### src/hdl/fha_pkg.sv
// Shared types and constants for the fit hole allocator.
// No dependencies; used by fit_hole_allocator_core, fha_checker and the testbench.
`timescale 1ns / 1ps

package fha_pkg;

    // Default table geometry
    localparam int DEF_MAX_HOLES = 16;
    localparam int DEF_SIZE_BITS = 16;

    // Beat field widths
    localparam int HOLE_IDX_W = 4;
    localparam int AMOUNT_W   = 16;

    // Configuration port
    localparam int CFG_IDX_W  = 2;
    localparam int CFG_DATA_W = 5;

    localparam logic [CFG_IDX_W-1:0] REG_FIT_POLICY = 2'd0;
    localparam logic [CFG_IDX_W-1:0] REG_HOLE_COUNT = 2'd1;

    localparam logic       POLICY_FIRST = 1'b0;
    localparam logic       POLICY_BEST  = 1'b1;
    localparam logic [4:0] HOLE_COUNT_RESET = 5'd16;

    // Command modes
    localparam logic MODE_LOAD    = 1'b0;
    localparam logic MODE_REQUEST = 1'b1;

    typedef struct packed {
        logic                  mode;
        logic [HOLE_IDX_W-1:0] hole_index;
        logic [AMOUNT_W-1:0]   amount;
    } alloc_cmd_t;

    typedef struct packed {
        logic                  granted;
        logic [HOLE_IDX_W-1:0] granted_hole;
        logic [AMOUNT_W-1:0]   remaining;
    } alloc_result_t;

endpackage

### src/hdl/fit_hole_allocator_core.sv
// First-fit / best-fit hole allocator over a table of free-hole sizes.
// Operation: a load beat writes its hole and gives its result registered; a request scans the
// first min(hole_count, MAX_HOLES) entries through the hole table's single read port, one
// entry per cycle, followed by a compare and a write-back of the picked hole.
// One command at a time: a request holds busy high, and busy drops with the one-cycle done strobe.
// Reset: async active low; a clearing pass then zeroes every table entry (busy).
`timescale 1ns / 1ps

module fit_hole_allocator_core #(
    parameter int MAX_HOLES = fha_pkg::DEF_MAX_HOLES,
    parameter int SIZE_BITS = fha_pkg::DEF_SIZE_BITS
) (
    input  logic                              clk,
    input  logic                              rst_n,
    input  logic                              start,
    output logic                              busy,
    input  fha_pkg::alloc_cmd_t               cmd,
    output logic                              done,
    output fha_pkg::alloc_result_t            result,
    input  logic                              cfg_valid,
    output logic                              cfg_ready,
    input  logic [fha_pkg::CFG_IDX_W-1:0]     cfg_index,
    input  logic [fha_pkg::CFG_DATA_W-1:0]    cfg_data
);

    localparam int IDX_W = (MAX_HOLES > 1) ? $clog2(MAX_HOLES) : 1;
    localparam int CNT_W = $clog2(MAX_HOLES + 1);

    typedef enum logic [3:0] {
        ST_CLEAR  = 4'b0001,
        ST_IDLE   = 4'b0010,
        ST_SCAN   = 4'b0100,
        ST_FINISH = 4'b1000
    } state_t;

    state_t                 state_reg, state_next;
    logic [CNT_W-1:0]       iss_reg, iss_next;
    logic [CNT_W-1:0]       lim_reg, lim_next;
    logic                   cmp_valid_reg, cmp_valid_next;
    logic [IDX_W-1:0]       cmp_idx_reg, cmp_idx_next;
    logic                   found_reg, found_next;
    logic [IDX_W-1:0]       pick_reg, pick_next;
    logic [SIZE_BITS-1:0]   best_reg, best_next;
    logic [SIZE_BITS-1:0]   amt_reg, amt_next;
    logic                   done_reg, done_next;
    fha_pkg::alloc_result_t result_reg, result_next;
    logic                   policy_reg, policy_next;
    logic [4:0]             count_reg, count_next;

    // Hole table: one write port, one registered read port
    logic [SIZE_BITS-1:0]   mem [MAX_HOLES];
    logic [SIZE_BITS-1:0]   rd_data_reg;
    logic                   rd_en;
    logic [IDX_W-1:0]       rd_addr;
    logic                   wr_en;
    logic [IDX_W-1:0]       wr_addr;
    logic [SIZE_BITS-1:0]   wr_data;

    logic                   accept;
    logic                   load_in_range;
    logic [SIZE_BITS-1:0]   cmd_amt;
    logic [CNT_W-1:0]       limit;
    logic                   fits;
    logic                   take;
    logic [SIZE_BITS-1:0]   shrunk;

    assign busy      = (state_reg != ST_IDLE);
    assign cfg_ready = 1'b1;
    assign done      = done_reg;
    assign result    = result_reg;

    assign accept        = start && !busy;
    assign cmd_amt       = SIZE_BITS'(cmd.amount);
    assign load_in_range = (32'(cmd.hole_index) < 32'(MAX_HOLES));
    assign limit         = (32'(count_reg) < 32'(MAX_HOLES)) ? CNT_W'(count_reg)
                                                             : CNT_W'(MAX_HOLES);

    // Candidate check on the entry read last cycle
    assign fits   = (rd_data_reg >= amt_reg);
    assign take   = cmp_valid_reg && fits &&
                    (!found_reg || (policy_reg == fha_pkg::POLICY_BEST && rd_data_reg < best_reg));
    assign shrunk = best_reg - amt_reg;

    always_ff @(posedge clk)
    begin
        if (rd_en)
        begin
            rd_data_reg <= mem[rd_addr];
        end
        if (wr_en)
        begin
            mem[wr_addr] <= wr_data;
        end
    end

    always_comb
    begin
        state_next     = state_reg;
        iss_next       = iss_reg;
        lim_next       = lim_reg;
        cmp_valid_next = 1'b0;
        cmp_idx_next   = cmp_idx_reg;
        found_next     = found_reg;
        pick_next      = pick_reg;
        best_next      = best_reg;
        amt_next       = amt_reg;
        done_next      = 1'b0;
        result_next    = result_reg;
        policy_next    = policy_reg;
        count_next     = count_reg;
        rd_en          = 1'b0;
        rd_addr        = iss_reg[IDX_W-1:0];
        wr_en          = 1'b0;
        wr_addr        = iss_reg[IDX_W-1:0];
        wr_data        = '0;

        if (cfg_valid && cfg_ready)
        begin
            case (cfg_index)
                fha_pkg::REG_FIT_POLICY: policy_next = cfg_data[0];
                fha_pkg::REG_HOLE_COUNT: count_next  = cfg_data[4:0];
                default: ;
            endcase
        end

        if (take)
        begin
            found_next = 1'b1;
            pick_next  = cmp_idx_reg;
            best_next  = rd_data_reg;
        end

        case (state_reg)
            ST_CLEAR:
            begin
                wr_en    = 1'b1;
                wr_addr  = iss_reg[IDX_W-1:0];
                wr_data  = '0;
                iss_next = iss_reg + 1'b1;
                if (iss_reg == CNT_W'(MAX_HOLES - 1))
                begin
                    iss_next   = '0;
                    state_next = ST_IDLE;
                end
            end
            ST_IDLE:
            begin
                if (accept)
                begin
                    if (cmd.mode == fha_pkg::MODE_LOAD)
                    begin
                        wr_en   = load_in_range;
                        wr_addr = IDX_W'(cmd.hole_index);
                        wr_data = cmd_amt;
                        done_next                = 1'b1;
                        result_next.granted      = 1'b0;
                        result_next.granted_hole = cmd.hole_index;
                        result_next.remaining    = load_in_range ?
                                                   fha_pkg::AMOUNT_W'(cmd_amt) : '0;
                    end
                    else
                    begin
                        amt_next   = cmd_amt;
                        lim_next   = limit;
                        iss_next   = '0;
                        found_next = 1'b0;
                        state_next = (limit == '0) ? ST_FINISH : ST_SCAN;
                    end
                end
            end
            ST_SCAN:
            begin
                if (iss_reg < lim_reg)
                begin
                    rd_en          = 1'b1;
                    rd_addr        = iss_reg[IDX_W-1:0];
                    cmp_valid_next = 1'b1;
                    cmp_idx_next   = iss_reg[IDX_W-1:0];
                    iss_next       = iss_reg + 1'b1;
                end
                else
                begin
                    // last compare lands at this edge
                    state_next = ST_FINISH;
                end
            end
            ST_FINISH:
            begin
                done_next  = 1'b1;
                state_next = ST_IDLE;
                if (found_reg)
                begin
                    wr_en   = 1'b1;
                    wr_addr = pick_reg;
                    wr_data = shrunk;
                    result_next.granted      = 1'b1;
                    result_next.granted_hole = fha_pkg::HOLE_IDX_W'(pick_reg);
                    result_next.remaining    = fha_pkg::AMOUNT_W'(shrunk);
                end
                else
                begin
                    result_next = '0;
                end
            end
            default:
            begin
                state_next = ST_IDLE;
            end
        endcase
    end

    always_ff @(posedge clk or negedge rst_n)
    begin
        if (!rst_n)
        begin
            state_reg     <= ST_CLEAR;
            iss_reg       <= '0;
            cmp_valid_reg <= 1'b0;
            found_reg     <= 1'b0;
            done_reg      <= 1'b0;
            policy_reg    <= fha_pkg::POLICY_FIRST;
            count_reg     <= fha_pkg::HOLE_COUNT_RESET;
        end
        else
        begin
            state_reg     <= state_next;
            iss_reg       <= iss_next;
            cmp_valid_reg <= cmp_valid_next;
            found_reg     <= found_next;
            done_reg      <= done_next;
            policy_reg    <= policy_next;
            count_reg     <= count_next;
        end
    end

    always_ff @(posedge clk)
    begin
        lim_reg     <= lim_next;
        cmp_idx_reg <= cmp_idx_next;
        pick_reg    <= pick_next;
        best_reg    <= best_next;
        amt_reg     <= amt_next;
        result_reg  <= result_next;
    end

endmodule

### config.mk
export PLATFORM = sky130hd
export DESIGN_NAME = fit_hole_allocator_core
export DESIGN_NICKNAME = d
export VERILOG_FILES = /design/src/hdl/fha_pkg.sv /design/src/hdl/fit_hole_allocator_core.sv
export SDC_FILE = /design/constraint.sdc
export NUM_CORES = 1
export LEC_CHECK = 0
export BUFFER_PORTS_ARGS = -buffer_cell sky130_fd_sc_hd__buf_2
export CORE_MARGIN = 5
export CORE_UTILIZATION = 50
export DETAILED_ROUTE_END_ITERATION = 8
export PLACE_DENSITY_LB_ADDON = 0.3
export SLEW_MARGIN = 10
export SYNTH_ARGS = -nofsm -noshare
export SYNTH_HDL_FRONTEND = slang
export SYNTH_SLANG_ARGS = --single-unit
### constraint.sdc
create_clock -name clk -period 4.56 [get_ports clk]
set_input_delay 0.456 -clock clk [delete_from_list [all_inputs] [get_ports clk]]
set_output_delay 0.456 -clock clk [all_outputs]
set_load 0.02 [all_outputs]
==> results.ini <==
[hold_path]
hold_path.class = in2reg
hold_path_depth = 1

[floorplanning]
rows = 63
die_y_um = 184
die_x_um = 184
start_util = 0.509
ios = 56
dieArea_mm2 = 0.0338
fp.coreArea_mm2 = 0.0297

[finish]
antenna_cells = 0
final_common_cell = edfxtp_1
multiInputGateArea_mm2 = 0.00426
area_growth_pct = 13.6
ff_latch_area_mm2 = 0.0106
drive_gt1_frac = 0.255
largest_register_ffs = 256
layout.nets = 1036
fill_cells = 2221
mostFrequentLayoutCells = edfxtp_1 (338), mux4_2 (80), nand2_1 (64)

[sta]
max_freq_mhz = 289
fin_worst_hold_slack_ns = 0.152
rsz0062_at_grt = no
setup-violations-final = 0
finClkSkew_ns = 0.0163
period_share = 0.758
fin_crit_ns = 3.45
setup-tns-final_ns = 0
slew_violations = 0
hold_viol = 0
slew_headroom = 0.287
tightest_slew_ns = 1.07
finalWorstSetupSlack_ns = 1.11

[status]
status = completed

[placement]
io_buffers = 54
hpwl_mm = 22.8
dpl_worst_slack_ns = 1.19
place.gp.congestion = 0.867

[setup_path]
cp.depth = 8
end_kind = register
crit_fanout = 26
worstSetupStartpoint = state_reg[1]$_DFFE_PN0P_
cp_slowest_cell = nor2_2
arrival_ns = 3.59
r2r_start = state_reg[1]$_DFFE_PN0P_
crit_buf_inv = 2
path_cells = or4b_1, inv_2, nand2_1, inv_2, a22o_1, a21o_1, nand2b_1, nor2_2
crit_end = mem[2][3]$_DFFE_PP_
r2r-end = mem[2][3]$_DFFE_PP_
reg2reg_slack_ns = 1.11
crit_family = simple AND/OR/NAND/NOR gates
crit_path_frequent_cell = inv_2
max_stage_delay_ns = 0.70
start_kind = register
ff2ff_path_depth = 8
worstPathRequired_ns = 4.70
worstSetupPathType = reg2reg

[global_route]
grt_pass1_wl_mm = 50.5
grt_use_total = 0.202
grt_max_degree = 55
overflow = 0
antenna_found_initial = 0
grt_pass1_vias = 8116

[synth]
ys_seq_area_frac = 0.701
synthFlopType = edfxtp_1
yosys_warnings = 0
syn_area_per_cell_um2 = 17.6
async_flop_share = 0.0506
synth_edf_count = 338
synthCells = 857
ys_ff_latch = 356
synth_cell_type_count = 61
synth_nets = 943
netlist_area_mm2 = 0.0151

[route]
drtAntennaViolNets = 0
remaining_drc_errors = 0
vias_per_cell = 5.97
post_drt_wl_per_cell_um = 24.8
dr_total_vias = 8150
drtIter0Drc = 942
wl_mm = 33.8
dr.pass1.iters = 5

[cts]
cts_root_buf = clkbuf_16
cts_buffer_depth = 3
htree_levels = 2
ctsHoldBuffers = 1
cts.sink_count = 356
clk_pin_slew_worst_paths_ns = 0.06
cts_tree = yes
postCtsSetupRepairBufs = 0
ctsResizeCount = 0
cts_made_buffers = 37
insertion_delay_ns = 0.52

[pwr]
leakagePower_uw = 0.00606
power_density_mw_per_mm2 = 523
peakVddDrop_uv = 349

[flow_run]
drv_cap = 0

-- power breakdown --
part	internal, uW	switching (uW)	total [uW]
Combinational	849	1080	1930
Clock	1720	1170	2900
Sequential	3910	237	4150
Total	6490	2490	8980
-- worst min path at each step --
stage                                         from                       to  slack (ns)
after floorplan                              rst_n  cmp_valid_reg$_DFF_PN0_        0.16
after global placement    cmp_idx_reg[3]$_DFFE_PP_    pick_reg[3]$_DFFE_PP_        0.40
after detailed placement  cmp_idx_reg[3]$_DFFE_PP_    pick_reg[3]$_DFFE_PP_        0.41
after CTS                                   cmd[7]     amt_reg[7]$_DFFE_PP_        0.13
after global routing                       cmd[15]    amt_reg[15]$_DFFE_PP_        0.14
final                                       cmd[7]     amt_reg[7]$_DFFE_PP_        0.15
-- cell type report --
cell class	instances	area share
Clock buffer	47	0.0586
Clock inverter	17	0.00904
Inverter	48	0.0105
Multi-Input combinational cell	426	0.248
Sequential cell	356	0.618
Tap cell	390	0.0284
Timing Repair Buffer	81	0.0277
-- synth_stat cells, drive strengths merged, types with 4 or more instances --
| library cell | count | share of area |
|---|---|---|
| edfxtp | 338 | 0.67 |
| mux4 | 80 | 0.12 |
| nand2 | 64 | 0.016 |
| ha | 53 | 0.044 |
| inv | 48 | 0.012 |
| a21oi | 34 | 0.011 |
| nor2 | 34 | 0.0084 |
| o21ai | 25 | 0.0083 |
| a22o | 18 | 0.010 |
| dfrtp | 16 | 0.026 |
| clkbuf | 14 | 0.0035 |
| buf | 13 | 0.0044 |
| nand2b | 10 | 0.0041 |
| nand3 | 9 | 0.0030 |
| xnor2 | 8 | 0.0046 |
| a21o | 7 | 0.0035 |
| nand4 | 7 | 0.0029 |
| nor2b | 6 | 0.0025 |
| nor3 | 6 | 0.0020 |
| xor2 | 6 | 0.0035 |
| mux2 | 5 | 0.0037 |
| o211ai | 5 | 0.0025 |
| o31ai | 4 | 0.0020 |
| or2 | 4 | 0.0017 |
-- routing by layer --
layer,up-vias,routed length (um),global-route usage
met4,0,1210,0.0707
met5,-,0,0
li1,3599,-,-
met2,342,15800,0.320
met1,4148,14200,0.284
met3,61,2610,0.0388
-- worst reg2reg max path: stages (launching register included) --
cell and delay (ns):
dfrtp_1 0.43, or4b_1 0.60, inv_2 0.09, nand2_1 0.20, inv_2 0.44, a22o_1 0.29
a21o_1 0.15, nand2b_1 0.19, nor2_2 0.70
-- metrics by stage --
stage / total power, uW / cells / area (um^2) / util
after floorplan: 5490 / 857 / 15100 / -
after global placement: 6130 / 1300 / 16000 / 0.538
after detailed placement: 6160 / 1300 / 16000 / 0.538
after CTS: 9060 / 1365 / 17200 / 0.578
after global routing: 9380 / 1365 / 17200 / 0.578
final: 8980 / 1365 / 17200 / 0.578
-- kinds of logic after synthesis --
group	Yosys count	share of synthesized area
simple gates	157	0.0502
fa+ha+maj	54	0.0452
buf+inv	75	0.0198
xor+xnor	14	0.00811
other cells	1	0.000248
flops	356	0.701
mux	85	0.123
compound gates	115	0.0520
No activity file was read; power rests on OpenSTA's default activity.
